File: src/rtl/heading_obstacle_histogram_macros.svh
// ---------------------------------------------------------------------------
// heading_obstacle_histogram_macros: assertion helpers
// Concurrent assertion macros clocked on clk and disabled during rst_n low.
// ---------------------------------------------------------------------------
`ifndef HEADING_OBSTACLE_HISTOGRAM_MACROS_SVH
`define HEADING_OBSTACLE_HISTOGRAM_MACROS_SVH

// Check that cons holds in every cycle in which ante holds
`define HOH_ASSERT_IMPL(label, ante, cons, msg) \
  label: assert property (@(posedge clk) disable iff (!rst_n) (ante) |-> (cons)) \
    else $error(msg);

// Check that cond never holds
`define HOH_ASSERT_NEVER(label, cond, msg) \
  label: assert property (@(posedge clk) disable iff (!rst_n) !(cond)) \
    else $error(msg);

`endif

File: src/rtl/hoh_pkg.sv
// ---------------------------------------------------------------------------
// hoh_pkg: shared definitions of the heading obstacle histogram
// Sizes, command codes, output codes, queue item and status types.
// ---------------------------------------------------------------------------
package hoh_pkg;

  localparam int NUM_HEADINGS = 360;
  localparam int HALF         = NUM_HEADINGS / 2;
  localparam int HEAD_W       = $clog2(NUM_HEADINGS);
  localparam int W_W          = 10;
  localparam int BEST_W       = 11;
  localparam int DIST_W       = 16;
  localparam int PEAK_W       = 7;
  localparam int PEAK_MAX     = 120;
  localparam int CNT_W        = $clog2(NUM_HEADINGS + 2 * PEAK_MAX);
  localparam int Q_DEPTH      = 2;
  localparam int Q_AW         = $clog2(Q_DEPTH);
  localparam int Q_CW         = $clog2(Q_DEPTH + 1);

  // Spread peaks by distance band
  localparam logic [PEAK_W-1:0] PEAK_FAR  = PEAK_W'(90);
  localparam logic [PEAK_W-1:0] PEAK_MID  = PEAK_W'(100);
  localparam logic [PEAK_W-1:0] PEAK_NEAR = PEAK_W'(110);
  localparam logic [PEAK_W-1:0] PEAK_HIT  = PEAK_W'(120);

  // Steering thresholds
  localparam int TURN_SPAN    = 30;
  localparam int CREEP_LIMIT  = 10;
  localparam int SLOW_LIMIT   = 20;

  // Configuration register indexes
  localparam logic [1:0] CFG_MAX_WEIGHT   = 2'd0;
  localparam logic [1:0] CFG_DECAY_STEP   = 2'd1;
  localparam logic [1:0] CFG_GUARD_DIST   = 2'd2;

  localparam logic [W_W-1:0]    RST_MAX_WEIGHT = W_W'(900);
  localparam logic [W_W-1:0]    RST_DECAY_STEP = W_W'(30);
  localparam logic [DIST_W-1:0] RST_INNER      = DIST_W'(350);

  // Output codes
  localparam logic [1:0] TURN_NONE  = 2'b00;
  localparam logic [1:0] TURN_LEFT  = 2'b01;
  localparam logic [1:0] TURN_RIGHT = 2'b11;
  localparam logic [1:0] LVL_STOP   = 2'd0;
  localparam logic [1:0] LVL_CREEP  = 2'd1;
  localparam logic [1:0] LVL_SLOW   = 2'd2;

  typedef enum logic [1:0] {
    CMD_ADD    = 2'd0,
    CMD_DECAY  = 2'd1,
    CMD_SELECT = 2'd2,
    CMD_CLEAR  = 2'd3
  } cmd_t;

  // Classified transaction handed from front to back
  typedef struct packed {
    cmd_t              cmd;
    logic [HEAD_W-1:0] head;
    logic [HEAD_W-1:0] cur;
    logic [PEAK_W-1:0] top;
    logic [HEAD_W-1:0] start;
  } item_t;

  typedef struct packed {
    logic init;
  } back_stat_t;

  function automatic logic [HEAD_W-1:0] head_inc(input logic [HEAD_W-1:0] h);
    return (h == HEAD_W'(NUM_HEADINGS - 1)) ? '0 : h + HEAD_W'(1);
  endfunction

  function automatic logic [HEAD_W-1:0] head_dec(input logic [HEAD_W-1:0] h);
    return (h == '0) ? HEAD_W'(NUM_HEADINGS - 1) : h - HEAD_W'(1);
  endfunction

endpackage

File: src/rtl/hoh_queue.sv
// ---------------------------------------------------------------------------
// hoh_queue: command queue
// Short FIFO of classified transactions between front and back.
// ---------------------------------------------------------------------------
module hoh_queue import hoh_pkg::*; (
  input  logic  clk,
  input  logic  rst_n,
  input  logic  push,
  input  item_t push_item,
  output logic  full,
  input  logic  pop,
  output logic  q_valid,
  output item_t q_item
);

  item_t           ent_r [Q_DEPTH];
  logic [Q_AW-1:0] wp_r;
  logic [Q_AW-1:0] rp_r;
  logic [Q_CW-1:0] cnt_r;

  function automatic logic [Q_AW-1:0] ptr_inc(input logic [Q_AW-1:0] p);
    return (p == Q_AW'(Q_DEPTH - 1)) ? '0 : p + Q_AW'(1);
  endfunction

  // Store entries
  always_ff @(posedge clk) begin
    if (push) begin
      ent_r[wp_r] <= push_item;
    end
  end

  // Advance pointers and fill count
  always_ff @(posedge clk) begin
    if (!rst_n) begin
      wp_r  <= '0;
      rp_r  <= '0;
      cnt_r <= '0;
    end else begin
      if (push) wp_r <= ptr_inc(wp_r);
      if (pop)  rp_r <= ptr_inc(rp_r);
      if (push && !pop)      cnt_r <= cnt_r + Q_CW'(1);
      else if (pop && !push) cnt_r <= cnt_r - Q_CW'(1);
    end
  end

  assign full    = (cnt_r == Q_CW'(Q_DEPTH));
  assign q_valid = (cnt_r != '0);
  assign q_item  = ent_r[rp_r];

endmodule

File: config.mk
export PLATFORM = sky130hd
export DESIGN_NAME = hoh_queue
export DESIGN_NICKNAME = d
export VERILOG_FILES = /design/src/rtl/heading_obstacle_histogram_macros.svh /design/src/rtl/hoh_pkg.sv /design/src/rtl/hoh_queue.sv
export SDC_FILE = /design/constraint.sdc
export NUM_CORES = 1
export LEC_CHECK = 0
export ABC_AREA = 1
export BUFFER_PORTS_ARGS = -buffer_cell sky130_fd_sc_hd__buf_2
export CORE_AREA = 2 2 83 85
export CTS_CLUSTER_DIAMETER = 80
export DETAILED_ROUTE_END_ITERATION = 16
export DIE_AREA = 0 0 85 87
export PLACE_DENSITY = 0.77
export SYNTH_ARGS = -nofsm -noshare
export SYNTH_HDL_FRONTEND = slang
export SYNTH_SLANG_ARGS = --single-unit
File: constraint.sdc
create_clock -name clk -period 2.15 [get_ports clk]
set_clock_uncertainty 0.05 [all_clocks]
set_input_delay 0.215 -clock clk [delete_from_list [all_inputs] [get_ports clk]]
set_output_delay 0.215 -clock clk [all_outputs]
set_load 0.1 [all_outputs]
==> results.md, run 1 <==
- Core ar.: 0.00657 sq mm
- I/O pins: 78
- Worst-path clk slew: 0.08 ns
- Setup crit start kind: flip-flop
- Setup violations, final: 0
- Avg WL per Cell: 14.2 um
- CTS Buffer Depth: 2
- Die H: 87 um
- Ant diodes: 0
- Area contributors post-synth: edfxtp_1 73%, mux2_4 15%, dfxtp_1 3.4%
- Drt drc: 0
- Yosys warns: 0
- Final Max Tran Viols: 0
- Area grow syn2layout: 31.9%
- Num CTS Buffers: 9
- Largest stage delay, worst path: 0.36 ns
- Netlist Area Pre-Place: 0.00298 sq mm
- Die footprint: 0.00740 sq mm
- CP Max Fanout: 26
- GPL Wtd Cong: 0.678
- Number of global-route vias before repair: 1620
- Post-route minimum period: 1.84 ns
- Final nets: 302
- Register area share after synthesis: 0.759
- Worst Hold Class: in -> reg
- Initial drt markers: 100
- Setup crit end kind: output pin
- Initial antenna violation count: 0
- Post-Syn Area per Cell: 20.3 sq um
- Post-CTS setup buffers: 0
- Count of different cell masters after synthesis: 14
- Synthesized instance count: 147
- Initial core utilization: 0.454
- Clock latency at the later pin of the worst-skew pair: 0.34 ns
- Setup TNS: 0 ns
- Slowest CP cell: mux2_2
- #FFs+latches synth: 77
- Worst slew pin tran: 0.497 ns
- Largest net degree at the start of global routing: 27
- Top-area cell type share of the netlist area: 0.726
- CTS tree: done
- Reg2reg setup slack: 0.86 ns
- Leakage: 1.61 nW
- CP required: 1.88 ns
- Tot Pwr: 3.74 mW
- Outcome: complete, no violations
- Slew headroom: 0.671
- First-pass GRT wire length: 7.46 mm
- Final ANT Viol Nets: 0
- Critical-path cell list: buf_12 > mux2_2 > buf_2
- WS Path Type: reg -> out
- IO buf count: 77
- Fin crit share: 0.856
- RSZ-0062 raised after global routing: no
- Detail Placement HPWL: 3.16 mm
- Chip Width: 85 um
- GRT Residual Overflow: 0
- Net Count, Synth: 188
- Routed vias: 1583
- Max Clk Rate: 543 MHz
- Site Rows: 30
- Final WL: 4.91 mm
- Layout cells sized above 1: 0.508
- H-tree levels: 3
- GRT Resource Usage Total: 0.136
- CTS Sinks: 77
- Clk root buf: clkbuf_8
- VDD IR max: 0.685 mV
- Router iterations before antenna repair: 4
- Area leader, netlist: edfxtp_1
- Max_cap viols: 0
- Fin. Hold Viols: 0
- Vias per inst: 4.58
- Pwr/cell area: 951 mW/mm^2
- Crit path arrival time: 1.58 ns
- Cts repair resizes: 0
[sequential cells by signal, summed over array words and instances, names as in the netlist, named ones only]
signal / flops
ent_r: 72
rp_r: 1
wp_r: 1
cnt_r: 2
[stage by stage]
| stage | cells | setup WS, ns | util | hold slack [ns] | area [sq um] |
|---|---|---|---|---|---|
| after floorplan | 147 | 0.268 | - | 0.264 | 2980 |
| after global placement | 305 | 0.691 | 0.527 | 0.352 | 3460 |
| after detailed placement | 305 | 0.666 | 0.527 | 0.356 | 3460 |
| after CTS | 341 | 0.284 | 0.590 | 0.000587 | 3880 |
| after global routing | 346 | 0.249 | 0.598 | 0.00139 | 3930 |
| final | 346 | 0.309 | 0.598 | 0.0158 | 3930 |
[cell families after synthesis]
| family | synth area share |
|---|---|
| buffers and inverters | 0.0340 |
| flip-flops | 0.759 |
| multiplexers | 0.174 |
| AO/OA/AOI/OAI | 0.00336 |
| adder cells (fa/ha/maj) | 0.00420 |
| AND/OR/NAND/NOR | 0.0252 |
[cells in the mapped netlist]
master	n
edfxtp_1	72
mux2_4	30
nand2_1	9
inv_1	8
nor2_1	8
mux2_2	6
dfxtp_1	5
buf_12	3
a21oi_1	1
buf_6	1
ha_1	1
nand3_1	1
nand4_1	1
o21ai_0	1
[critical path, delay by kind of cell, from the launching register on]
family                 cells  cell delay [ns]
buffers and inverters      2             0.50
DFF                        1             0.35
muxes                      1             0.36
[area by class of cell]
type                    instances  area [sq um]
multi-input cells              58           623
repair buffers                107           698
clock inverters                 7          90.1
well taps                      80           100
flip-flops and latches         77          2260
fillers                       487          2640
clock buffers                   9           124
inverters                       8          30.0
[layout by cell type (no fill, tap or decap), drive strengths merged]
| cell type | count |
|---|---|
| nand4 | 1 |
| dfxtp | 5 |
| nand2 | 9 |
| inv | 8 |
| nand3 | 1 |
| mux2 | 36 |
| clkinvlp | 1 |
| edfxtp | 72 |
| clkbuf | 9 |
| dlygate4sd3 | 25 |
| nor2 | 8 |
| o21ai | 1 |
| clkinv | 4 |
| a21oi | 1 |
| bufinv | 2 |
| buf | 82 |
| ha | 1 |
[routing by layer]
metal  wire length, um  up-vias  GRT usage  part of all wire
met3               280        7     0.0445             0.057
li1                  -      778          -                 -
met2              2600       49      0.237              0.53
met5                 0        -          0                 0
met1              1950      749      0.147              0.40
met4                79        0     0.0736             0.016
[power by group]
| group | internal [mW] | leakage [nW] | switching (mW) |
|---|---|---|---|
| sequential | 1.73 | 0.718 | 0.0231 |
| clock | 0.647 | 0.107 | 0.492 |
| combinational | 0.213 | 0.788 | 0.634 |
[worst paths after layout]
check,from,to,cells past startpoint
worst max-delay path,flip-flop,q_item[18],3
worst min-delay path,push_item[24],ent_r[0][24],1
worst max register to register,wp_r,ent_r[0][34],2
worst min register to register,rp_r,rp_r,2
[repair_timing]
action	in CTS	in global routing
hold endpoints to repair	37	9
setup endpoints to repair	0	0
hold buffers	20	5
Power figures use the tool's default switching activity.
==> run 2, diff against run 1 <==
--- a/config.mk
+++ b/config.mk
@@ -5,13 +5,13 @@
 export SDC_FILE = /design/constraint.sdc
 export NUM_CORES = 1
 export LEC_CHECK = 0
-export ABC_AREA = 1
 export BUFFER_PORTS_ARGS = -buffer_cell sky130_fd_sc_hd__buf_2
-export CORE_AREA = 2 2 83 85
+export CORE_AREA = 2 2 82 84
 export CTS_CLUSTER_DIAMETER = 80
 export DETAILED_ROUTE_END_ITERATION = 16
-export DIE_AREA = 0 0 85 87
-export PLACE_DENSITY = 0.77
+export DIE_AREA = 0 0 84 86
+export HOLD_SLACK_MARGIN = 0.12
+export PLACE_DENSITY = 0.73
 export SYNTH_ARGS = -nofsm -noshare
 export SYNTH_HDL_FRONTEND = slang
 export SYNTH_SLANG_ARGS = --single-unit
==> run 2 against run 1 <==
Worst setup slack worse by 0.023 ns. Flip-flop and latch count unchanged. Global-route usage up 1.7 points. Register-to-register slack worse by 0.13 ns. Sequential share of layout area down 0.47 points. Cell area up 0.83%. Power up 3.4%. Final cell count down 1.2%. Die area down 2.3%. Critical path depth unchanged. Combinational power up 12%.
==> results.md, run 2 <==
- Register area share after synthesis: 0.800 (+0.0407)
- Area of the multi-input gates: 532 sq um (-15%)
- Post-CTS setup buffers: 0 (unchanged)
- Setup violations, final: 0 (unchanged)
- RSZ-0062 raised after global routing: no
- Final nets: 301 (-0.33%)
- Setup crit end kind: output pin
- GPL Wtd Cong: 0.742 (+9.4%)
- Synth cell count leaders: 72 x edfxtp_1, 36 x mux2_2, 5 x dfxtp_1
- Top delay family on crit path: buffers and inverters
- Most common cell after layout, fill and taps aside: buf_2
- Yosys warns: 0 (unchanged)
- Count of different cell masters after synthesis: 17 (+3)
- Crit path arrival time: 1.60 ns (+0.02 ns)
- Die H: 86 um (-1.1%)
- PnR worst setup slack: 0.286 ns (-0.0234 ns)
- Hold WS: 0.179 ns (+0.163 ns)
- CTS Buffer Depth: 2 (unchanged)
- Largest stage delay, worst path: 0.38 ns (+0.02 ns)
- First-pass GRT wire length: 8.34 mm (+12%)
- Leakage: 1.52 nW (-5.7%)
- Post-route minimum period: 1.86 ns (+0.0234 ns)
- Layout Cells excl Fill: 342 (-1.2%)
- Post-Syn Area per Cell: 21.1 sq um (+4.1%)
- Clk root buf: clkbuf_8
- Detail Placement HPWL: 3.27 mm (+3.8%)
- Max FFs per register: 72 (unchanged)
- Worst-path clk slew: 0.07 ns (about the same)
- Most frequent cell after synthesis: edfxtp_1
- Largest registers: ent_r: 72 flops, cnt_r: 2 flops
- Fin. Hold Viols: 0 (unchanged)
- CTS Sinks: 77 (unchanged)
- Initial core utilization: 0.450 (-0.00306)
- Fillers: 485 (-0.41%)
- Most flop-heavy register: ent_r
- Die footprint: 0.00722 sq mm (-2.3%)
- Number of synthesized flops with an enable pin: 72 (unchanged)
- Chip Width: 84 um (-1.2%)
- Setup slack at placement: 0.625 ns (-0.0415 ns)
- Max_cap viols: 0 (unchanged)
- Final Max Tran Viols: 0 (unchanged)
- Post-route cell area: 0.00396 sq mm (+0.83%)
- IO buf count: 77 (unchanged)
- GRT Residual Overflow: 0 (unchanged)
- Outcome: complete, no violations
- Worst path bufs/invs: 2 (unchanged)
- Router iterations before antenna repair: 4 (unchanged)
- Initial drt markers: 90 (-10%)
- CP Max Fanout: 20 (-23%)
- Critical-path cell list: buf_4 > mux2_2 > buf_2
- H-tree levels: 3 (unchanged)
- Tot Pwr: 3.86 mW (+3.4%)
- Site Rows: 29 (-3.3%)
- Area leader, netlist: edfxtp_1
- Initial antenna violation count: 0 (unchanged)
- Area of placed instances: 0.00338 sq mm (-2.6%)
- Number of global-route vias before repair: 1792 (+11%)
- Worst Hold Class: in -> reg
- Setup TNS: 0 ns (unchanged)
- Most frequent cells in the layout: 74 x buf_2, 72 x edfxtp_1, 37 x dlygate4sd3_1, 36 x mux2_2, 9 x clkbuf_8
- Final ANT Viol Nets: 0 (unchanged)
- Max Clk Rate: 536 MHz (-1.3%)
- Final Core Density: 0.631 (+0.0330)
- Synthesized instance count: 134 (-8.8%)
- I/O pins: 78 (unchanged)
- Reg area: 0.00226 sq mm (unchanged)
- Fin crit share: 0.867 (+0.0109)
- Ant diodes: 0 (unchanged)
- Final WL: 5.18 mm (+5.4%)
- VDD IR max: 0.527 mV (-23%)
- Avg WL per Cell: 15.1 um (+6.6%)
- Layout cells sized above 1: 0.521 (+0.0132)
- Slew headroom: 0.666 (-0.00557)
- Clock latency at the later pin of the worst-skew pair: 0.33 ns (about the same)
- Top-area cell type share of the netlist area: 0.765 (+0.0389)
- Worst slew pin tran: 0.505 ns (+0.00841 ns)
- Fraction of registers with async set/reset: 0 (unchanged)
- GRT Resource Usage Total: 0.153 (+0.0169)
- Net Count, Synth: 175 (-6.9%)
- Setup crit start kind: flip-flop
- Largest net degree at the start of global routing: 23 (-15%)
- Hold-fix buffers, CTS: 37 (+85%)
- Routed vias: 1637 (+3.4%)
- Area grow syn2layout: 40.1%
- Slowest CP cell: mux2_2
- CTS tree: done
- Area contributors post-synth: edfxtp_1 76%, mux2_2 14%, dfxtp_1 3.5%
- Core ar.: 0.00628 sq mm (-4.4%)
- #FFs+latches synth: 77 (unchanged)
- Vias per inst: 4.79 (+4.6%)
- Placed insts: 289 (-5.2%)
- Ys flop type: edfxtp_1
- CP required: 1.88 ns (about the same)
- Num CTS Buffers: 9 (unchanged)
- WS Path Type: reg -> out
- Cts repair resizes: 0 (unchanged)
- Pwr/cell area: 975 mW/mm^2 (+2.5%)
- Netlist Area Pre-Place: 0.00283 sq mm (-5.1%)
- Drt drc: 0 (unchanged)
## run 2: cells by family after synthesis
| group | share of synthesized area |
|---|---|
| AND/OR/NAND/NOR | 0.0208 |
| flip-flops | 0.800 |
| AO/OA/AOI/OAI | 0.00708 |
| XOR/XNOR | 0.00929 |
| adder cells (fa/ha/maj) | 0.00442 |
| buffers and inverters | 0.0150 |
| multiplexers | 0.143 |
## run 2: report_power, final
part / internal [mW] / switching, mW
Sequential: 1.73 / 0.0239
Clock: 0.652 / 0.513
Combinational: 0.238 / 0.710
Total: 2.62 / 1.25
## run 2: area by class of cell
cell class	count	share of cell area
flip-flops and latches	77	0.571
repair buffers	119	0.215
multi-input cells	52	0.134
clock buffers	10	0.0322
well taps	77	0.0243
clock inverters	6	0.0221
inverters	1	0.000948
## run 2: worst register-to-register path, stage by stage, from the launching register on
cell,delay [ns]
dfxtp_1,0.40
and2_2,0.44
buf_12,0.24
## run 2: metal layers
| layer | global-route usage | vias to the layer above | share of wire |
|---|---|---|---|
| met5 | 0 | - | 0 |
| met4 | 0.104 | 0 | 0.036 |
| met3 | 0.0298 | 17 | 0.028 |
| met2 | 0.268 | 44 | 0.55 |
| met1 | 0.168 | 807 | 0.39 |
| li1 | - | 769 | - |
## run 2: path summary, 6_finish.rpt
| kind | start | to | slack, ns | cells past startpoint |
|---|---|---|---|---|
| max reg2reg | wp_r | ent_r[1][9] | 0.73 | 2 |
| min | pop | flip-flop | 0.18 | 3 |
| max | flip-flop | q_item[23] | 0.29 | 3 |
| min reg2reg | cnt_r[1] | cnt_r[1] | 0.45 | 2 |
