## src/rtl/heading_obstacle_histogram_macros.svh

```systemverilog
// ---------------------------------------------------------------------------
// heading_obstacle_histogram_macros: assertion helpers
// Concurrent assertion macros clocked on clk and disabled during rst_n low.
// ---------------------------------------------------------------------------
`ifndef HEADING_OBSTACLE_HISTOGRAM_MACROS_SVH
`define HEADING_OBSTACLE_HISTOGRAM_MACROS_SVH

// Check that cons holds in every cycle in which ante holds
`define HOH_ASSERT_IMPL(label, ante, cons, msg) \
  label: assert property (@(posedge clk) disable iff (!rst_n) (ante) |-> (cons)) \
    else $error(msg);

// Check that cond never holds
`define HOH_ASSERT_NEVER(label, cond, msg) \
  label: assert property (@(posedge clk) disable iff (!rst_n) !(cond)) \
    else $error(msg);

`endif

```

## src/rtl/hoh_pkg.sv

```systemverilog
// ---------------------------------------------------------------------------
// hoh_pkg: shared definitions of the heading obstacle histogram
// Sizes, command codes, output codes, queue item and status types.
// ---------------------------------------------------------------------------
package hoh_pkg;

  localparam int NUM_HEADINGS = 360;
  localparam int HALF         = NUM_HEADINGS / 2;
  localparam int HEAD_W       = $clog2(NUM_HEADINGS);
  localparam int W_W          = 10;
  localparam int BEST_W       = 11;
  localparam int DIST_W       = 16;
  localparam int PEAK_W       = 7;
  localparam int PEAK_MAX     = 120;
  localparam int CNT_W        = $clog2(NUM_HEADINGS + 2 * PEAK_MAX);
  localparam int Q_DEPTH      = 2;
  localparam int Q_AW         = $clog2(Q_DEPTH);
  localparam int Q_CW         = $clog2(Q_DEPTH + 1);

  // Spread peaks by distance band
  localparam logic [PEAK_W-1:0] PEAK_FAR  = PEAK_W'(90);
  localparam logic [PEAK_W-1:0] PEAK_MID  = PEAK_W'(100);
  localparam logic [PEAK_W-1:0] PEAK_NEAR = PEAK_W'(110);
  localparam logic [PEAK_W-1:0] PEAK_HIT  = PEAK_W'(120);

  // Steering thresholds
  localparam int TURN_SPAN    = 30;
  localparam int CREEP_LIMIT  = 10;
  localparam int SLOW_LIMIT   = 20;

  // Configuration register indexes
  localparam logic [1:0] CFG_MAX_WEIGHT   = 2'd0;
  localparam logic [1:0] CFG_DECAY_STEP   = 2'd1;
  localparam logic [1:0] CFG_GUARD_DIST   = 2'd2;

  localparam logic [W_W-1:0]    RST_MAX_WEIGHT = W_W'(900);
  localparam logic [W_W-1:0]    RST_DECAY_STEP = W_W'(30);
  localparam logic [DIST_W-1:0] RST_INNER      = DIST_W'(350);

  // Output codes
  localparam logic [1:0] TURN_NONE  = 2'b00;
  localparam logic [1:0] TURN_LEFT  = 2'b01;
  localparam logic [1:0] TURN_RIGHT = 2'b11;
  localparam logic [1:0] LVL_STOP   = 2'd0;
  localparam logic [1:0] LVL_CREEP  = 2'd1;
  localparam logic [1:0] LVL_SLOW   = 2'd2;

  typedef enum logic [1:0] {
    CMD_ADD    = 2'd0,
    CMD_DECAY  = 2'd1,
    CMD_SELECT = 2'd2,
    CMD_CLEAR  = 2'd3
  } cmd_t;

  // Classified transaction handed from front to back
  typedef struct packed {
    cmd_t              cmd;
    logic [HEAD_W-1:0] head;
    logic [HEAD_W-1:0] cur;
    logic [PEAK_W-1:0] top;
    logic [HEAD_W-1:0] start;
  } item_t;

  typedef struct packed {
    logic init;
  } back_stat_t;

  function automatic logic [HEAD_W-1:0] head_inc(input logic [HEAD_W-1:0] h);
    return (h == HEAD_W'(NUM_HEADINGS - 1)) ? '0 : h + HEAD_W'(1);
  endfunction

  function automatic logic [HEAD_W-1:0] head_dec(input logic [HEAD_W-1:0] h);
    return (h == '0) ? HEAD_W'(NUM_HEADINGS - 1) : h - HEAD_W'(1);
  endfunction

endpackage

```

## src/rtl/hoh_front.sv

```systemverilog
// ---------------------------------------------------------------------------
// hoh_front: input classification
// Accepts input transactions, normalizes headings, picks the spread peak
// and the first address of the triangle, and pushes into the queue.
// ---------------------------------------------------------------------------
module hoh_front import hoh_pkg::*; (
  input  logic              in_valid,
  output logic              in_stall,
  input  logic [1:0]        in_cmd,
  input  logic [8:0]        in_obstacle_heading,
  input  logic [15:0]       in_obstacle_distance_mm,
  input  logic [8:0]        in_goal_heading,
  input  logic [8:0]        in_current_heading,
  input  logic [DIST_W-1:0] guard_mm,
  input  back_stat_t        stat,
  input  logic              q_full,
  output logic              push,
  output item_t             item
);

  localparam int S_W = HEAD_W + 2;

  function automatic logic [HEAD_W-1:0] norm_head(input logic [8:0] h);
    return (S_W'(h) >= S_W'(NUM_HEADINGS)) ? '0 : HEAD_W'(h);
  endfunction

  logic [HEAD_W-1:0] obs_h;
  logic [PEAK_W-1:0] top;
  logic [S_W-1:0]    off;
  logic [S_W-1:0]    offm;
  logic [S_W-1:0]    sum;
  cmd_t              cmd;

  assign cmd   = cmd_t'(in_cmd);
  assign obs_h = norm_head(in_obstacle_heading);

  // Choose peak from the distance band
  always_comb begin
    top = PEAK_FAR;
    if ((19'(in_obstacle_distance_mm) << 1) < 19'(guard_mm)) top = PEAK_MID;
    if ((19'(in_obstacle_distance_mm) << 2) < 19'(guard_mm)) top = PEAK_NEAR;
    if ((19'(in_obstacle_distance_mm) << 3) < 19'(guard_mm)) top = PEAK_HIT;
  end

  // First address of the triangle: heading minus (peak - 1), wrapped
  always_comb begin
    off  = S_W'(top) - S_W'(1);
    offm = (off >= S_W'(NUM_HEADINGS)) ? off - S_W'(NUM_HEADINGS) : off;
    sum  = S_W'(obs_h) + S_W'(NUM_HEADINGS) - offm;
  end

  // Build queue item
  always_comb begin
    item.cmd   = cmd;
    item.head  = (cmd == CMD_ADD) ? obs_h : norm_head(in_goal_heading);
    item.cur   = norm_head(in_current_heading);
    item.top   = top;
    item.start = (sum >= S_W'(NUM_HEADINGS)) ? HEAD_W'(sum - S_W'(NUM_HEADINGS))
                                             : HEAD_W'(sum);
  end

  assign in_stall = q_full | stat.init;
  assign push     = in_valid & ~in_stall;

endmodule

```

## config.mk

```make
export PLATFORM = sky130hd
export DESIGN_NAME = hoh_front
export DESIGN_NICKNAME = d
export VERILOG_FILES = /design/src/rtl/heading_obstacle_histogram_macros.svh /design/src/rtl/hoh_pkg.sv /design/src/rtl/hoh_front.sv
export SDC_FILE = /design/constraint.sdc
export NUM_CORES = 1
export LEC_CHECK = 0
export ABC_AREA = 0
export BUFFER_PORTS_ARGS = -buffer_cell sky130_fd_sc_hd__buf_2
export CAP_MARGIN = 5
export CORE_MARGIN = 1.5
export CORE_UTILIZATION = 35
export DETAILED_ROUTE_END_ITERATION = 10
export PLACE_DENSITY = 0.66
export SYNTH_ARGS = -nofsm -noshare
export SYNTH_HDL_FRONTEND = slang
export SYNTH_SLANG_ARGS = --single-unit
```

## constraint.sdc

```tcl
create_clock -name vclk -period 10.3
set_input_delay 0.515 -clock vclk [all_inputs]
set_output_delay 0.515 -clock vclk [all_outputs]
set_load 0.03 [all_outputs]
```

==> results of run 1 <==
==> final timing paths <==
path	from	end	slack (ns)
worst min-delay path	in_cmd[1]	item[35]	1.31
worst max-delay path	guard_mm[13]	item[5]	4.61
==> power by group <==
group	leakage [uW]	total (uW)	switching, uW	internal, uW
Clock	0	0	0	0
Combinational	0.00149	305	192	113
Sequential	0	0	0	0
==> per-layer routing <==
metal	GRT usage	part of all wire	wire [um]	up-vias
met2	0.3153	0.46	2364	75
li1	-	-	-	1208
met4	0	0	0	0
met3	0.006857	0.065	335	0
met5	0	0	0	-
met1	0.2023	0.47	2418	956
==> through the flow <==
step,hold WS [ns],instances,instance area (um^2)
after detailed placement,1.307,443,2614
final,1.306,443,2614
after global routing,1.318,443,2614
after global placement,1.303,443,2614
after CTS,1.307,443,2614
after floorplan,1.140,276,2058
==> critical path, delay by kind of cell <==
kind	cells	cell delay, ns
compound gates	7	1.14
xor+xnor	1	0.17
fa+ha+maj	4	1.38
buf+inv	3	0.41
mux	1	0.21
simple gates	5	1.38
==> cell usage in the layout (no fill, tap or decap), types with 4 or more instances in the layout <==
master | Yosys | routed
sky130_fd_sc_hd__a21oi_1 | 19 | 19
sky130_fd_sc_hd__o211ai_1 | 4 | 4
sky130_fd_sc_hd__a21o_1 | 8 | 8
sky130_fd_sc_hd__a22o_1 | 6 | 6
sky130_fd_sc_hd__a31oi_1 | 4 | 4
sky130_fd_sc_hd__o21ai_0 | 13 | 13
sky130_fd_sc_hd__nand2_1 | 21 | 21
sky130_fd_sc_hd__nand2b_1 | 5 | 5
sky130_fd_sc_hd__nand3_1 | 7 | 7
sky130_fd_sc_hd__nor2_1 | 9 | 9
sky130_fd_sc_hd__ha_1 | 59 | 59
sky130_fd_sc_hd__a211oi_1 | 7 | 7
sky130_fd_sc_hd__buf_2 | 0 | 100
sky130_fd_sc_hd__xnor2_1 | 6 | 6
sky130_fd_sc_hd__and2_1 | 16 | 16
sky130_fd_sc_hd__inv_1 | 30 | 30
sky130_fd_sc_hd__o21a_1 | 4 | 4
sky130_fd_sc_hd__or2_2 | 6 | 6
==> cell families (layout without fill, tap and decap cells) <==
kind of cell             after synthesis  in the layout  synth area share
other                                  2              3          0.003655
multiplexers                           3              3           0.01462
AO/OA/AOI/OAI                         83             83            0.2789
XOR/XNOR                               8              8           0.03411
adder cells (fa/ha/maj)               60             60            0.3691
buffers and inverters                 36            131           0.07369
AND/OR/NAND/NOR                       83             83            0.2259
==> cell type report <==
cell class,instances,share of cell area
multi-input cells,240,0.7295
repair buffers,100,0.1915
inverters,31,0.04452
well taps,72,0.03447
==> reports/results.md, run 1 <==
| Item | This run |
|:---|:---|
| Result of the run | finished clean |
| CLK BUF | 0 |
| I/O Buffers | 100 |
| Aggregate negative setup slack | 0 ns |
| Sequential cell area | 0 um^2 |
| Growth of design area from synthesis to finish | 27.22% |
| First-pass GRT wire length | 8700 um |
| Max capacitance violation total | 0 |
| Most common library cells after synthesis | sky130_fd_sc_hd__ha_1 (59), sky130_fd_sc_hd__inv_1 (30), sky130_fd_sc_hd__nand2_1 (21) |
| Slew Limit Fails | 0 |
| Via count of the first global-routing pass | 2119 |
| Final setup slack of the worst path | 4.612 ns |
| Yosys top cell area share | 0.3593 |
| FF+latch count | 0 |
| Worst Tran Pin Value | 0.5952 ns |
| Final total power | 305.4 uW |
| Static leakage | 0.001495 uW |
| Areal power density over the cells | 116.8 nW/um^2 |
| Die ar. | 6339 um^2 |
| Largest net degree at the start of global routing | 9 |
| Worst Path Required | 9.79 ns |
| Count of vias placed by the detailed router | 2239 |
| Initial standard-cell utilization of the core | 0.3686 |
| Net count reported at finish | 497 |
| Hold Buf Count CTS | 0 |
| Worst-path maximum fanout | 4 |
| IO Count | 102 |
| Post-route core utilization | 0.4689 |
| Highest-delay cell along the critical path | sky130_fd_sc_hd__or4b_1 |
| Hold Crit Depth | 2 |
| Min-delay worst type | in -> out |
| Overall routing resource usage | 0.1607 |
| Kind of critical path | in -> out |
| CP startpoint kind | primary input |
| Hold violation count in the final report | 0 |
| Antenna-violating nets left | 0 |
| Max_slew headroom | 0.5998 |
| Crit path capture type | output port |
| FP Rows | 27 |
| Max VDD drop | 0.07540 mV |
| Vias per Instance | 5.054 |
| Sequential share of the synthesized area | 0 |
| Routed len/inst | 11.55 um |
| Critical-path cell list | buf_2, inv_1, ha_1, a21oi_1, o21ai_0, a211oi_1, a21oi_1, or4b_1, nand2_1, nand2_1, ha_1, ha_1, fa_1, nand3_1, or4b_1, mux2i_1, a2bb2oi_2, o21ai_2, a21oi_1, xor2_1, buf_2 |
| Initial antenna violation count | 0 |
| Post-Place Worst Slack | 4.655 ns |
| Core Area | 5574 um^2 |
| Count of mapped cells out of synthesis | 275 |
| Post-synthesis cell area | 2054 um^2 |
| DIE HEIGHT | 79.62 um |
| Final weighted congestion of routability-driven global placement | 0.8166 |
| Footprint of the multi-input gates | 1907 um^2 |
| Total of cells resized after clock tree synthesis | 0 |
| Synth Warn # | 0 |
| Maximum cell stage delay along the critical path | 0.54 ns |
| Fraction of the cycle the final worst path needs | 0.5523 |
| First-pass iteration count of the detailed router | 4 |
| Number of distinct library cell variants in the gate-level netlist after synthesis | 51 |
| Setup Fix Bufs, Post-CTS | 0 |
| Library cell with the highest instance count after synthesis | sky130_fd_sc_hd__ha_1 |
| Number of antenna repair diodes | 0 |
| Iteration-0 DRC Markers | 57 |
| Syn_area_per_cell | 7.471 um^2 |
| Final routed DRC violation total | 0 |
| Critical path data arrival time | 5.17 ns |
| Top achievable clock speed | 0.1758 GHz |
| GR Overflow Total | 0 |
| Final worst path period need | 5.688 ns |
| Leading cell types by total area after synthesis | sky130_fd_sc_hd__ha_1 (36%), sky130_fd_sc_hd__inv_1 (5.5%), sky130_fd_sc_hd__and2_1 (4.9%) |
| Layout filler cell count | 585 |
| RSZ-0062 raised after global routing | no |
| Fraction of layout cells with a size suffix above 1 | 0.2992 |
| Final setup violation count | 0 |
| Routed WL | 5118 um |
| Leading area contributor after synthesis | sky130_fd_sc_hd__ha_1 |
| Width of the die | 79.62 um |
| Placed wire-length estimate after detailed placement | 4662 um |
Note: power is estimated with default switching activity, not from simulation.
==> run 2, diff against run 1 <==
- clock period: 10.3 -> 5.6 ns (I/O delays scaled with it)
==> run 2 against run 1 <==
Against the previous run:
- final cell count unchanged
- non-clock buffer count unchanged
- total power rose by 85%
- routed wire length rose by 2.6%
- via count grew 1.6%
- sequential share of layout area stayed put
- flip-flop and latch count stayed put
- first-iteration DRC count decreased by 14%
- utilization rose by 0.11 points
- critical path depth is the same
- setup slack lost 4.2 ns
- count of clock-buffer cells in the layout did not move
- critical path type unchanged
==> reports/results.md, run 2 (same netlist as run 1, synthesis figures left out) <==
| Item | This run | vs previous |
|:---|:---|:---|
| Final worst hold slack | 0.8341 ns | was 1.306 ns |
| Min-delay worst type | in -> out | unchanged |
| Initial standard-cell utilization of the core | 0.3686 | unchanged |
| Routed len/inst | 11.85 um | was 11.55 um |
| Hold violation count in the final report | 0 | unchanged |
| Crit path capture type | output port | unchanged |
| Aggregate negative setup slack | 0 ns | unchanged |
| Areal power density over the cells | 215.3 nW/um^2 | was 116.8 nW/um^2 |
| Sequential cell area | 0 um^2 | unchanged |
| Final worst path period need | 5.175 ns |  |
| Final weighted congestion of routability-driven global placement | 0.8178 | was 0.8166 |
| First-pass iteration count of the detailed router | 4 | unchanged |
| Overall routing resource usage | 0.1614 | was 0.1607 |
| First-pass GRT wire length | 8735 um | was 8700 um |
| Core Area | 5574 um^2 | unchanged |
| Placed wire-length estimate after detailed placement | 4684 um | was 4662 um |
| Via count of the first global-routing pass | 2175 | was 2119 |
| CLK BUF | 0 | unchanged |
| HP Start | in_cmd[1] | unchanged |
| Iteration-0 DRC Markers | 49 | was 57 |
| Final routed DRC violation total | 0 | unchanged |
| I/O Buffers | 100 | unchanged |
| Highest-delay cell along the critical path | sky130_fd_sc_hd__or4b_1 | unchanged |
| Hold Crit Depth | 2 | unchanged |
| Worst-path maximum fanout | 4 | unchanged |
| Critical-path cell list | buf_2, inv_1, ha_1, a21oi_1, o21ai_0, a211oi_1, a21oi_1, or4b_1, nand2_1, nand2_1, ha_1, ha_1, fa_1, nand3_1, or4b_1, mux2i_1, a2bb2oi_2, o21ai_2, a21oi_1, xor2_1, buf_2 | unchanged |
| Worst Path Required | 5.32 ns | was 9.79 ns |
| Kind of critical path | in -> out | unchanged |
| Post-Place Worst Slack | 0.4176 ns | was 4.655 ns |
| DIE HEIGHT | 79.62 um | unchanged |
| Max capacitance violation total | 0 | unchanged |
| Top achievable clock speed | 0.1932 GHz |  |
| Number of antenna repair diodes | 0 | unchanged |
| Result of the run | finished clean | unchanged |
| Category of cells accounting for the largest share of critical-path delay | adder cells | unchanged |
| Most common library cell in the layout ignoring fill and taps | sky130_fd_sc_hd__buf_2 | unchanged |
| Vias per Instance | 5.135 | was 5.054 |
| Slew Limit Fails | 0 | unchanged |
| Max_slew headroom | 0.5555 | was 0.5998 |
| Final setup slack of the worst path | 0.4251 ns | was 4.612 ns |
| IO Count | 102 | unchanged |
| Maximum cell stage delay along the critical path | 0.54 ns | about the same |
| Growth of design area from synthesis to finish | 27.53% | was 27.22% |
| GR Overflow Total | 0 | unchanged |
| Worst Tran Pin Value | 0.6610 ns | was 0.5952 ns |
| Commonest cells after routing, fill and taps aside | sky130_fd_sc_hd__buf_2 (100), sky130_fd_sc_hd__ha_1 (59), sky130_fd_sc_hd__inv_1 (30), sky130_fd_sc_hd__nand2_1 (21), sky130_fd_sc_hd__a21oi_1 (19) | unchanged |
| Final setup violation count | 0 | unchanged |
| Fraction of layout cells with a size suffix above 1 | 0.3019 | was 0.2992 |
| Bufs and invs on worst path | 3 | unchanged |
| FP Rows | 27 | unchanged |
| FF+latch count | 0 | unchanged |
| Routed WL | 5251 um | was 5118 um |
| Initial antenna violation count | 0 | unchanged |
| Critical path data arrival time | 4.89 ns | was 5.17 ns |
| Largest net degree at the start of global routing | 9 | unchanged |
| Fraction of the cycle the final worst path needs | 0.9241 |  |
| Max VDD drop | 0.1145 mV | was 0.07540 mV |
| Antenna-violating nets left | 0 | unchanged |
| Die ar. | 6339 um^2 | unchanged |
| Width of the die | 79.62 um | unchanged |
| Layout filler cell count | 577 | was 585 |
| Count of vias placed by the detailed router | 2275 | was 2239 |
| CP startpoint kind | primary input | unchanged |
| RSZ-0062 raised after global routing | no | unchanged |
| End point of the worst hold path | item[35] | unchanged |
| Net count reported at finish | 497 | unchanged |
| Static leakage | 0.001497 uW | was 0.001495 uW |
## run 2: cell counts in the layout (fill, tap and decap cells not counted)
Identical to the previous run, type by type.
## run 2: timing repair
item | CTS | global route
resized for setup | 0 | 2
endpoints found under the setup margin | 0 | 5
setup buffers | 0 | 0
hold buffers | 0 | 0
## run 2: power by group
part           internal [uW]  total, uW  switching, uW
logic                    209        564            355
clock network              0          0              0
registers                  0          0              0
total                    209        564            355
## run 2: how the worst max path moves through the flow
stage	from	endpoint	slack (ns)	cells after the start
after floorplan	guard_mm[13]	item[4]	0.51	19
after global placement	guard_mm[13]	item[8]	0.48	21
after detailed placement	guard_mm[13]	item[4]	0.42	21
after CTS	guard_mm[13]	item[5]	0.41	21
after global routing	guard_mm[11]	item[4]	0.02	21
final	guard_mm[13]	item[5]	0.43	21
## run 2: layout make-up
type	instances	area (um^2)	area share
tap	72	90.09	0.03438
timing repair buffer	100	500.5	0.1910
multi-input combinational	240	1913	0.7302
inverter	31	116.4	0.04441
## run 2: metrics by stage
stage                     cells    util  area [um^2]  total power (uW)
final                       443  0.4700         2620             564.0
after global routing        443  0.4700         2620             626.9
after CTS                   443  0.4689         2614             565.3
after detailed placement    443  0.4689         2614             561.9
after global placement      443  0.4689         2614             557.0
after floorplan             276       -         2058             425.0
## run 2: metal layers
layer / GRT usage / routed length (um)
met5: 0 / 0
met4: 0 / 0
met3: 0.01029 / 339
met2: 0.3169 / 2386
met1: 0.2008 / 2524
==> run 3, diff against run 2 <==
- ABC_AREA: 0 -> 1
- PLACE_DENSITY: 0.66 -> unset
- PLACE_DENSITY_LB_ADDON: unset -> 0.2
==> run 3 against run 2 <==
Against the previous run:
- critical endpoint unchanged
- setup slack better by 0.69 ns
- maximum frequency is 15% higher
- die area increased by 6.2%
- synthesized cell count up 36%
- count of clock-buffer cells in the layout did not move
- routed wire length grew 1.7%
- first-iteration DRC count decreased by 2.0%
- final cell count rose by 23%
- non-clock buffer count unchanged
- sequential share of layout area unchanged
- hold slack got worse by 0.013 ns
- combinational power shrank 7.1%
==> reports/results.md, run 3 <==
| Item | This run | vs previous |
|:---|:---|:---|
| Int Power | 178.2 uW | was 209.4 uW |
| Max VDD drop | 0.2270 mV | was 0.1145 mV |
| Total of cells resized after clock tree synthesis | 0 | unchanged |
| Setup Fix Bufs, Post-CTS | 0 | unchanged |
| Overall routing resource usage | 0.1646 | was 0.1614 |
| CLK BUF | 0 | unchanged |
| IO Count | 102 | unchanged |
| Leading area contributor after synthesis | sky130_fd_sc_hd__ha_1 | unchanged |
| FP Rows | 28 | was 27 |
| Routed len/inst | 9.836 um | was 11.85 um |
| CP startpoint kind | primary input | unchanged |
| Worst Tran Pin Value | 0.5798 ns | was 0.6610 ns |
| Core Area | 5991 um^2 | was 5574 um^2 |
| Iteration-0 DRC Markers | 48 | was 49 |
| Via count of the first global-routing pass | 2255 | was 2175 |
| Routed WL | 5341 um | was 5251 um |
| Bufs and invs on worst path | 8 | was 3 |
| Final setup slack of the worst path | 1.111 ns | was 0.4251 ns |
| DIE HEIGHT | 82.05 um | was 79.62 um |
| Post-Place Worst Slack | 1.114 ns | was 0.4176 ns |
| Switching power | 346.1 uW | was 354.6 uW |
| Hold Buf Count CTS | 0 | unchanged |
| First-pass iteration count of the detailed router | 4 | unchanged |
| Sequential share of power | 0 | about the same |
| Total placed cells including tap cells | 543 | was 443 |
| Leading cell types by total area after synthesis | sky130_fd_sc_hd__ha_1 (34%), sky130_fd_sc_hd__nand2_1 (15%), sky130_fd_sc_hd__inv_1 (13%) | was sky130_fd_sc_hd__ha_1 (36%), sky130_fd_sc_hd__inv_1 (5.5%), sky130_fd_sc_hd__and2_1 (4.9%) |
| GR Overflow Total | 0 | unchanged |
| Yosys top cell area share | 0.3375 | was 0.3593 |
| Final setup violation count | 0 | unchanged |
| Hold violation count in the final report | 0 | unchanged |
| Vias per Instance | 4.540 | was 5.135 |
| Max_slew headroom | 0.6135 | was 0.5555 |
| Worst Path Required | 5.32 ns | about the same |
| Count of mapped cells out of synthesis | 373 | was 275 |
| First-pass GRT wire length | 9246 um | was 8735 um |
| Largest net degree at the start of global routing | 19 | was 9 |
| Most common library cell in the layout ignoring fill and taps | sky130_fd_sc_hd__buf_2 | unchanged |
| Result of the run | finished clean | unchanged |
| Final worst hold slack | 0.8211 ns | was 0.8341 ns |
| Sequential share of the synthesized area | 0 | unchanged |
| Library cell with the highest instance count after synthesis | sky130_fd_sc_hd__nand2_1 | was sky130_fd_sc_hd__ha_1 |
| Commonest cells after routing, fill and taps aside | sky130_fd_sc_hd__buf_2 (100), sky130_fd_sc_hd__nand2_1 (85), sky130_fd_sc_hd__inv_1 (75), sky130_fd_sc_hd__ha_1 (59), sky130_fd_sc_hd__nand3_1 (36) | was sky130_fd_sc_hd__buf_2 (100), sky130_fd_sc_hd__ha_1 (59), sky130_fd_sc_hd__inv_1 (30), sky130_fd_sc_hd__nand2_1 (21), sky130_fd_sc_hd__a21oi_1 (19) |
| Highest-delay cell along the critical path | sky130_fd_sc_hd__ha_1 | was sky130_fd_sc_hd__or4b_1 |
| HP Start | in_cmd[1] | unchanged |
| Aggregate negative setup slack | 0 ns | unchanged |
| Slew Limit Fails | 0 | unchanged |
| Synth Warn # | 0 | unchanged |
| Final worst path period need | 4.489 ns | was 5.175 ns |
| Non-filler cells in the finished layout | 543 | was 443 |
| Critical path data arrival time | 4.21 ns | was 4.89 ns |
| Worst-path maximum fanout | 7 | was 4 |
| Initial antenna violation count | 0 | unchanged |
| Clock share of power | 0 | about the same |
| Worst setup path startpoint | guard_mm[12] | was guard_mm[13] |
| Net count reported at finish | 594 | was 497 |
| Min-delay worst type | in -> out | unchanged |
| Combinational Power Share | 1.000 | about the same |
| Width of the die | 82.05 um | was 79.62 um |
| I/O Buffers | 100 | unchanged |
| Top achievable clock speed | 0.2228 GHz | was 0.1932 GHz |
| Die ar. | 6732 um^2 | was 6339 um^2 |
| Crit path capture type | output port | unchanged |
| Initial standard-cell utilization of the core | 0.3651 | was 0.3686 |
| Placed wire-length estimate after detailed placement | 4944 um | was 4684 um |
| Static leakage | 0.001813 uW | was 0.001497 uW |
| RSZ-0062 raised after global routing | no | unchanged |
| Syn_area_per_cell | 5.864 um^2 | was 7.471 um^2 |
| FF+latch count | 0 | unchanged |
| Antenna-violating nets left | 0 | unchanged |
| Most common library cells after synthesis | sky130_fd_sc_hd__nand2_1 (85), sky130_fd_sc_hd__inv_1 (75), sky130_fd_sc_hd__ha_1 (59) | was sky130_fd_sc_hd__ha_1 (59), sky130_fd_sc_hd__inv_1 (30), sky130_fd_sc_hd__nand2_1 (21) |
| Number of antenna repair diodes | 0 | unchanged |
| Count of vias placed by the detailed router | 2465 | was 2275 |
| CP most frequent cell | sky130_fd_sc_hd__nand2_1 |  |
| Final routed DRC violation total | 0 | unchanged |
| Max capacitance violation total | 0 | unchanged |
| Areal power density over the cells | 190.8 nW/um^2 | was 215.3 nW/um^2 |
| Layout filler cell count | 655 | was 577 |
| Number of distinct library cell variants in the gate-level netlist after synthesis | 31 | was 51 |
| Maximum cell stage delay along the critical path | 0.35 ns | was 0.54 ns |
| Sequential cell area | 0 um^2 | unchanged |
| Category of cells accounting for the largest share of critical-path delay | simple AND/OR/NAND/NOR gates | was adder cells |
| Share of total power consumed by net switching | 0.6601 | was 0.6287 |
| Growth of design area from synthesis to finish | 25.63% | was 27.53% |
| Fraction of layout cells with a size suffix above 1 | 0.2479 | was 0.3019 |
| Fraction of the cycle the final worst path needs | 0.8016 | was 0.9241 |
| Kind of critical path | in -> out | unchanged |
| Post-synthesis cell area | 2187 um^2 | was 2054 um^2 |
| Final weighted congestion of routability-driven global placement | 0.7902 | was 0.8178 |
-- run 3: changes by cell type after synthesis, sizes merged, moves of 7 or more --
cell / delta
a211oi: -7
and2: -16
inv: +45
nand2: +73
nand3: +30
nor2: +23
-- run 3: logic make-up (layout without fill, tap and decap cells) --
logic type	Yosys count	after routing	share of synthesized area
compound gates	46	46	0.1213
xor+xnor	3	3	0.01202
fa+ha+maj	60	60	0.3467
buf+inv	82	176	0.1476
other cells	2	3	0.003434
simple gates	180	180	0.3690
-- run 3: cell type report --
class | count | area [um^2] | area share
inverter | 76 | 285.3 | 0.1038
multi-input combinational | 292 | 1868 | 0.6799
tap | 75 | 93.84 | 0.03415
timing repair buffer | 100 | 500.5 | 0.1821
-- run 3: final timing paths --
kind	endpoint	slack (ns)	cells after the start
setup / recovery	item[5]	1.11	34
hold / removal	item[35]	0.82	2
-- run 3: power groups by stage --
stage	logic [uW]	registers, uW	clock network (uW)
floorplan	398	0	0
global placement	521	0	0
detailed placement	525	0	0
CTS	528	0	0
global route	605	0	0
finish	524	0	0
-- run 3: per-layer routing --
layer | vias up | part of all wire | GRT usage
li1 | 1400 | - | -
met1 | 988 | 0.50 | 0.2307
met2 | 75 | 0.42 | 0.2893
met3 | 2 | 0.068 | 0.008889
met4 | 0 | 0.0039 | 0.005085
met5 | - | 0 | 0
-- run 3: through the flow --
step,power [uW],area (um^2),util
5_1_grt,605.0,2748,0.4586
3_3_place_gp,521.1,2748,0.4586
2_1_floorplan,398.2,2191,-
3_5_place_dp,525.3,2748,0.4586
4_1_cts,528.2,2748,0.4586
6_report,524.3,2748,0.4586
